`src/rtl/tbq_pkg.sv`:
```
// ----------------------------------------------------------------------------
// Timed banner queue package
// Word types of the request and response channels and the code values.
// ----------------------------------------------------------------------------
`default_nettype none

package tbq_pkg;

   localparam logic       OP_POST   = 1'b0;
   localparam logic       OP_TICK   = 1'b1;

   localparam logic [1:0] ACT_NONE  = 2'd0;
   localparam logic [1:0] ACT_SHOW  = 2'd1;
   localparam logic [1:0] ACT_CLEAR = 2'd2;

   typedef struct packed {
      logic        operation;
      logic [15:0] message_tag;
      logic [31:0] dwell_ms;
   } req_type;

   typedef struct packed {
      logic [1:0]  action;
      logic [15:0] shown_tag;
      logic        dropped;
      logic [2:0]  pending_count;
   } rsp_type;

endpackage

`default_nettype wire

```
`src/rtl/tbq_ram.sv`:
```
// ----------------------------------------------------------------------------
// Timed banner queue RAM
// Simple dual-port RAM with one write port and one registered read port.
// ----------------------------------------------------------------------------
`default_nettype none

module tbq_ram #(
   parameter int WIDTH = 48,
   parameter int DEPTH = 5
) (
   input  wire logic                     clock,
   input  wire logic                     wr_en,
   input  wire logic [$clog2(DEPTH)-1:0] wr_addr,
   input  wire logic [WIDTH-1:0]         wr_data,
   input  wire logic [$clog2(DEPTH)-1:0] rd_addr,
   output logic      [WIDTH-1:0]         rd_data
);

   logic [WIDTH-1:0] mem_ff [DEPTH];
   logic [WIDTH-1:0] rd_data_ff;

   always_ff @(posedge clock) begin
      if (wr_en) begin
         mem_ff[wr_addr] <= wr_data;
      end
      rd_data_ff <= mem_ff[rd_addr];
   end

   assign rd_data = rd_data_ff;

endmodule

`default_nettype wire

```
`src/rtl/timed_banner_queue.sv`:
```
// ----------------------------------------------------------------------------
// Timed banner queue
// Each request word either posts a banner (tag and dwell in milliseconds,
// zero dwell meaning it stays until replaced) or is a one millisecond tick;
// every request yields exactly one response word telling whether to show a
// banner, clear it, or change nothing. Waiting posts sit in a ring held in a
// RAM. A request is captured in the idle state; in the exec state the head
// entry of the ring arrives from the RAM's registered read port and the
// response is registered. The next request is taken only back in idle, so
// no request is taken before the last is through; the block waits longer
// while the response side stalls. No clearing pass follows reset.
// ----------------------------------------------------------------------------
`default_nettype none

module timed_banner_queue #(
   parameter int RING_DEPTH = 5,
   parameter int TAG_BITS   = 16
) (
   input  wire logic             clock,
   input  wire logic             reset,
   input  wire logic             req_valid,
   output logic                  req_stall,
   input  wire tbq_pkg::req_type req_data,
   output logic                  rsp_valid,
   input  wire logic             rsp_stall,
   output tbq_pkg::rsp_type      rsp_data
);

   import tbq_pkg::*;

   localparam int PTR_BITS   = $clog2(RING_DEPTH);
   localparam int CNT_BITS   = $clog2(RING_DEPTH + 1);
   localparam int ENTRY_BITS = TAG_BITS + 32;

   typedef enum logic {
      ST_IDLE,
      ST_EXEC
   } state_type;

   state_type               state_ff, state_in;
   req_type                 item_ff, item_in;
   logic [PTR_BITS-1:0]     read_slot_ff, read_slot_in;
   logic [PTR_BITS-1:0]     write_slot_ff, write_slot_in;
   logic [CNT_BITS-1:0]     waiting_ff, waiting_in;
   logic                    banner_on_ff, banner_on_in;
   logic [31:0]             banner_dwell_ff, banner_dwell_in;
   logic [31:0]             elapsed_ff, elapsed_in;
   logic                    rsp_valid_ff, rsp_valid_in;
   rsp_type                 rsp_data_ff, rsp_data_in;

   logic                    accept;
   logic                    exec_go;
   logic                    wr_en;
   logic [ENTRY_BITS-1:0]   wr_data;
   logic [ENTRY_BITS-1:0]   rd_data;

   function automatic logic [PTR_BITS-1:0] next_slot(input logic [PTR_BITS-1:0] s);
      next_slot = (s == PTR_BITS'(RING_DEPTH - 1)) ? '0 : s + 1'b1;
   endfunction

   tbq_ram #(
      .WIDTH (ENTRY_BITS),
      .DEPTH (RING_DEPTH)
   ) u_ring (
      .clock   (clock),
      .wr_en   (wr_en),
      .wr_addr (write_slot_ff),
      .wr_data (wr_data),
      .rd_addr (read_slot_ff),
      .rd_data (rd_data)
   );

   assign req_stall = reset || (state_ff != ST_IDLE);
   assign accept    = req_valid && !req_stall;
   assign exec_go   = (state_ff == ST_EXEC) && !(rsp_valid_ff && rsp_stall);
   assign item_in   = accept ? req_data : item_ff;

   always_comb begin
      logic [TAG_BITS-1:0] tag;
      logic [TAG_BITS-1:0] shown;
      logic [31:0]         elapsed_inc;
      logic                full;
      logic                push;
      logic                pop;
      logic                drop;
      logic [1:0]          action;

      tag         = TAG_BITS'(item_ff.message_tag);
      shown       = '0;
      elapsed_inc = (elapsed_ff == '1) ? elapsed_ff : elapsed_ff + 32'd1;
      full        = (waiting_ff == CNT_BITS'(RING_DEPTH));
      push        = 1'b0;
      pop         = 1'b0;
      drop        = 1'b0;
      action      = ACT_NONE;

      state_in        = state_ff;
      read_slot_in    = read_slot_ff;
      write_slot_in   = write_slot_ff;
      waiting_in      = waiting_ff;
      banner_on_in    = banner_on_ff;
      banner_dwell_in = banner_dwell_ff;
      elapsed_in      = elapsed_ff;
      wr_en           = 1'b0;
      wr_data         = {tag, item_ff.dwell_ms};

      case (state_ff)
         ST_IDLE: begin
            if (accept) begin
               state_in = ST_EXEC;
            end
         end
         ST_EXEC: begin
            if (exec_go) begin
               state_in = ST_IDLE;
            end
         end
         default: begin
            state_in = ST_IDLE;
         end
      endcase

      if (exec_go) begin
         if (item_ff.operation == OP_POST) begin
            if (!banner_on_ff) begin
               banner_on_in    = 1'b1;
               banner_dwell_in = item_ff.dwell_ms;
               elapsed_in      = '0;
               action          = ACT_SHOW;
               shown           = tag;
            end else if (banner_dwell_ff == '0) begin
               if (waiting_ff == '0) begin
                  banner_dwell_in = item_ff.dwell_ms;
                  elapsed_in      = '0;
                  action          = ACT_SHOW;
                  shown           = tag;
               end else begin
                  push = 1'b1;
                  pop  = 1'b1;
               end
            end else begin
               push = 1'b1;
            end
         end else if (banner_on_ff && (banner_dwell_ff != '0)) begin
            elapsed_in = elapsed_inc;
            if (elapsed_inc >= banner_dwell_ff) begin
               if (waiting_ff != '0) begin
                  pop = 1'b1;
               end else begin
                  banner_on_in    = 1'b0;
                  banner_dwell_in = '0;
                  elapsed_in      = '0;
                  action          = ACT_CLEAR;
               end
            end
         end

         if (push) begin
            if (full) begin
               drop = 1'b1;
            end else begin
               wr_en         = 1'b1;
               write_slot_in = next_slot(write_slot_ff);
            end
         end

         if (pop) begin
            shown           = rd_data[ENTRY_BITS-1:32];
            banner_dwell_in = rd_data[31:0];
            read_slot_in    = next_slot(read_slot_ff);
            banner_on_in    = 1'b1;
            elapsed_in      = '0;
            action          = ACT_SHOW;
         end

         waiting_in = waiting_ff + CNT_BITS'(wr_en) - CNT_BITS'(pop);
      end

      rsp_data_in.action        = action;
      rsp_data_in.shown_tag     = 16'(shown);
      rsp_data_in.dropped       = drop;
      rsp_data_in.pending_count = 3'(waiting_in);
      if (!exec_go) begin
         rsp_data_in = rsp_data_ff;
      end

      rsp_valid_in = exec_go || (rsp_valid_ff && rsp_stall);
   end

   always_ff @(posedge clock) begin
      if (reset) begin
         state_ff        <= ST_IDLE;
         read_slot_ff    <= '0;
         write_slot_ff   <= '0;
         waiting_ff      <= '0;
         banner_on_ff    <= 1'b0;
         banner_dwell_ff <= '0;
         elapsed_ff      <= '0;
         rsp_valid_ff    <= 1'b0;
      end else begin
         state_ff        <= state_in;
         read_slot_ff    <= read_slot_in;
         write_slot_ff   <= write_slot_in;
         waiting_ff      <= waiting_in;
         banner_on_ff    <= banner_on_in;
         banner_dwell_ff <= banner_dwell_in;
         elapsed_ff      <= elapsed_in;
         rsp_valid_ff    <= rsp_valid_in;
      end
      item_ff     <= item_in;
      rsp_data_ff <= rsp_data_in;
   end

   assign rsp_valid = rsp_valid_ff;
   assign rsp_data  = rsp_data_ff;

endmodule

`default_nettype wire

```
`config.mk`:
```
export PLATFORM = sky130hd
export DESIGN_NAME = timed_banner_queue
export DESIGN_NICKNAME = d
export VERILOG_FILES = /design/src/rtl/tbq_pkg.sv /design/src/rtl/tbq_ram.sv /design/src/rtl/timed_banner_queue.sv
export SDC_FILE = /design/constraint.sdc
export NUM_CORES = 1
export LEC_CHECK = 0
export BUFFER_PORTS_ARGS = -buffer_cell sky130_fd_sc_hd__buf_4
export CORE_ASPECT_RATIO = 1.1
export CORE_UTILIZATION = 55
export CTS_CLUSTER_DIAMETER = 60
export CTS_CLUSTER_SIZE = 14
export DETAILED_ROUTE_END_ITERATION = 12
export PLACE_DENSITY = 0.83
export SYNTH_ARGS = -nofsm -noshare
export SYNTH_HDL_FRONTEND = slang
export SYNTH_SLANG_ARGS = --single-unit
```
`constraint.sdc`:
```
create_clock -name clock -period 5.3 [get_ports clock]
set_input_delay 1.06 -clock clock [delete_from_list [all_inputs] [get_ports clock]]
set_output_delay 1.06 -clock clock [all_outputs]
set_load 0.05 [all_outputs]
```
==> impl_metrics.yaml <==
outcome:
  outcome: "complete, no violations"
run:
  cap_violations: 0
global_routing:
  grt_max_degree: 51
  vias_in_the_first_global_route: 10040
  grt_overflow_total: 0
  grt_antenna_before_repair: 0
  grt_first_pass_wirelength_um: 53990
  gr-usage-all-layers: 0.2190
die:
  placementRows: 67
  floorplan.initialDensity: 0.5631
  core_region_area_mm2: 0.03068
  die_h_um: 187.9
  die-area_mm2: 0.03213
  die_width_um: 171.0
  ios: 77
synth:
  yosys.area.top_type_share: 0.5406
  yosysWarningCount: 0
  post_synth.cell_area_avg_um2: 15.62
  netlist_top_cells_area: "edfxtp_1 (54%), dfxtp_1 (14%), mux4_2 (6.3%), mux2_2 (3.1%), ha_1 (2.8%)"
  syn_inst: 1106
  postSynth.topFlopCell: "edfxtp_1"
  synthDominantAreaCellType: "edfxtp_1"
  async_flop_share: 0
  synth_edf_count: 311
  synth.yosys.seq_area_share: 0.6842
  ys_seq_elements: 435
  syn-cell-area_mm2: 0.01728
  ys_types: 65
  synthesized_net_count: 1199
clock_network:
  clockRootBuffer: "clkbuf_16"
  tritoncts.num_buffers: 38
  clkTransAtPathRegs_ns: 0.07
  post_cts_buffers: 0
  clock_path_buffers: 3
  clock_sinks: 435
  cts.htree.levels: 2
  clk_latency_ns: 0.53
  cts_tree: "yes"
timing:
  timing.final.max_slew_violations: 0
  finalClockSkew_ns: 0.01760
  rsz0062_at_grt: "false"
  finalSetupViolCount: 0
  fmax_ghz: 0.2030
  timing.max_slew.rel_slack: 0.2274
  final_min_period_over_clock_period: 0.9294
  finalWorstPathRequiredPeriod_ns: 4.926
  finalHoldViolCount: 0
  final.setup.tns_ns: 0
  layout_setup_ws_ns: 0.3741
  tightestPinTransition_ns: 1.158
routing:
  drt_iter0_markers: 850
  drtAntennaViolNets: 0
  remaining_drc_errors: 0
  routedWlPerCell_um: 20.67
  routed_wire_length_um: 33710
  detailroute.via_count: 9695
  via_per_inst: 5.944
  number_of_optimization_iterations_in_the_first_detailed_route_pass: 5
final_layout:
  final_nets: 1280
  num_antenna_cells: 0
  filler_cell_count: 2132
  drive_gt1_frac: 0.2440
  fin_cells: 1631
  area_growth_syn_to_layout_pct: 12.41
critical_path:
  start_kind: "flip-flop"
  criticalPathCategory: "reg -> reg"
  worst_ep_required_time_ns: 5.72
  critical_path_arrival_ns: 5.35
  critical_path.max_fanout: 7
  crit_path_end_kind: "flip-flop"
place:
  detailedPlacementHpwl_um: 21140
  number_of_buffers_added_on_ports: 76
  numPlacedInstances: 1561
  post-place-ws_ns: 0.4005
  finalWeightedCongestion: 0.8985
power_and_ir_drop:
  vdd_drop_max_uv: 312.9
  cellPowerDensity_mw_per_mm2: 334.0
  power_leakage_nw: 6.638
hold_path:
  hold_class: "reg -> reg"
[final timing paths]
kind	startpoint	slack, ns	cells after the start	end
setup reg to reg	elapsed_ff[4]$_SDFFE_PP0P_	0.37	19	waiting_ff[2]$_SDFF_PP0_
hold reg to reg	u_ring.mem_ff[4][7]$_DFFE_PP_	0.46	1	u_ring.rd_data[7]$_DFF_P_
setup / recovery	elapsed_ff[4]$_SDFFE_PP0P_	0.37	19	waiting_ff[2]$_SDFF_PP0_
hold / removal	u_ring.mem_ff[4][7]$_DFFE_PP_	0.46	1	u_ring.rd_data[7]$_DFF_P_
[flip-flops by register name, indices dropped and copies added (netlist names)]
signal and count:
rsp_data 22, waiting_ff 3, rsp_valid 1, elapsed_ff 32, read_slot_ff 3, u_ring.mem_ff 240, u_ring.rd_data 48, item_ff 49
banner_dwell_ff 32, write_slot_ff 3, state_ff 1, banner_on_ff 1
[metrics by stage]
stage | hold slack [ns] | total power [mW] | area [µm²] | utilization
4_1_cts | 0.4567 | 6.531 | 19410 | 0.6325
2_1_floorplan | 0.4388 | 3.922 | 17280 | -
3_5_place_dp | 0.4572 | 4.022 | 18290 | 0.5962
5_1_grt | 0.4792 | 6.678 | 19420 | 0.6330
3_3_place_gp | 0.4492 | 4.014 | 18290 | 0.5962
6_report | 0.4616 | 6.486 | 19420 | 0.6330
[worst max-delay path, cell delays in order, from the launching register on]
cell and delay [ns]:
dfxtp_1 0.45, and4_1 0.32, and4_1 0.27, and3_1 0.26, nand4_1 0.30, nor3_1 0.38
xor2_1 0.14, ha_1 0.32, nand4_1 0.12, or4_1 0.53, a311o_1 0.38, nand3_2 0.08
ha_1 0.13, inv_1 0.04, ha_1 0.19, fa_1 0.38, xnor2_1 0.16, nand2_1 0.08
xnor2_1 0.15, and2_1 0.15
[Yosys cell counts, types with 12 or more instances]
cell	instances
dfxtp_1	124
a21oi_2	30
nand2_1	44
a22oi_1	33
mux4_2	48
o31ai_1	36
a22o_1	24
clkbuf_1	31
edfxtp_1	311
ha_1	39
o21ai_0	12
a21oi_1	39
a31oi_1	27
inv_1	46
mux2_2	48
nor2_1	21
nand4_1	18
nand3_1	17
xnor2_1	23
[layout make-up]
cell class,instances,area [µm²],share of cell area
clock buffers,63,1045,0.05379
flip-flops and latches,435,11830,0.6090
multi-input cells,568,5056,0.2603
inverters,47,176.4,0.009084
well taps,414,518.0,0.02667
repair buffers,97,728.2,0.03750
clock inverters,7,70.07,0.003608
[placed cells by master (no fill, tap or decap), drive strengths merged, types with 7 or more instances in the layout]
cell type  count
edfxtp       311
dfxtp        124
buf           97
a21oi         70
clkbuf        63
inv           50
mux4          48
mux2          48
nand2         45
ha            39
o31ai         36
a22oi         33
a31oi         28
a22o          24
xnor2         24
nor2          21
nand4         18
nand3         18
o21ai         16
nor3          12
nor4          10
and4          10
xor2           9
and3           9
and2           8
nand2b         7
[report_power, final]
part / leakage (nW) / switching (mW) / internal [mW] / total, mW
combinational: 2.26 / 0.149 / 0.0863 / 0.236
clock: 0.534 / 1.17 / 1.37 / 2.54
sequential: 3.85 / 0.0400 / 3.67 / 3.71
total: 6.64 / 1.36 / 5.13 / 6.49
[metal layers]
layer  vias to the layer above  share of wire  GRT usage
li1                       4477              -          -
met3                        63          0.058    0.02997
met2                       331           0.49     0.3573
met4                         0          0.027    0.07795
met1                      4824           0.42     0.3021
met5                         -              0          0
[cell families (layout without fill, tap and decap cells)]
| group | Yosys count | after routing | synth area share |
|---|---|---|---|
| AO/OA/AOI/OAI | 226 | 226 | 0.09429 |
| XOR/XNOR | 33 | 33 | 0.01716 |
| adder cells (fa/ha/maj) | 40 | 40 | 0.02940 |
| buffers and inverters | 103 | 214 | 0.02629 |
| flip-flops | 435 | 435 | 0.6842 |
| multiplexers | 97 | 97 | 0.09444 |
| AND/OR/NAND/NOR | 172 | 172 | 0.05417 |
[timing repair]
action,in CTS,in global routing
endpoints found under the setup margin,0,2
gates resized for setup,0,4
hold buffers,0,0
(Power assumes the default switching activity.)
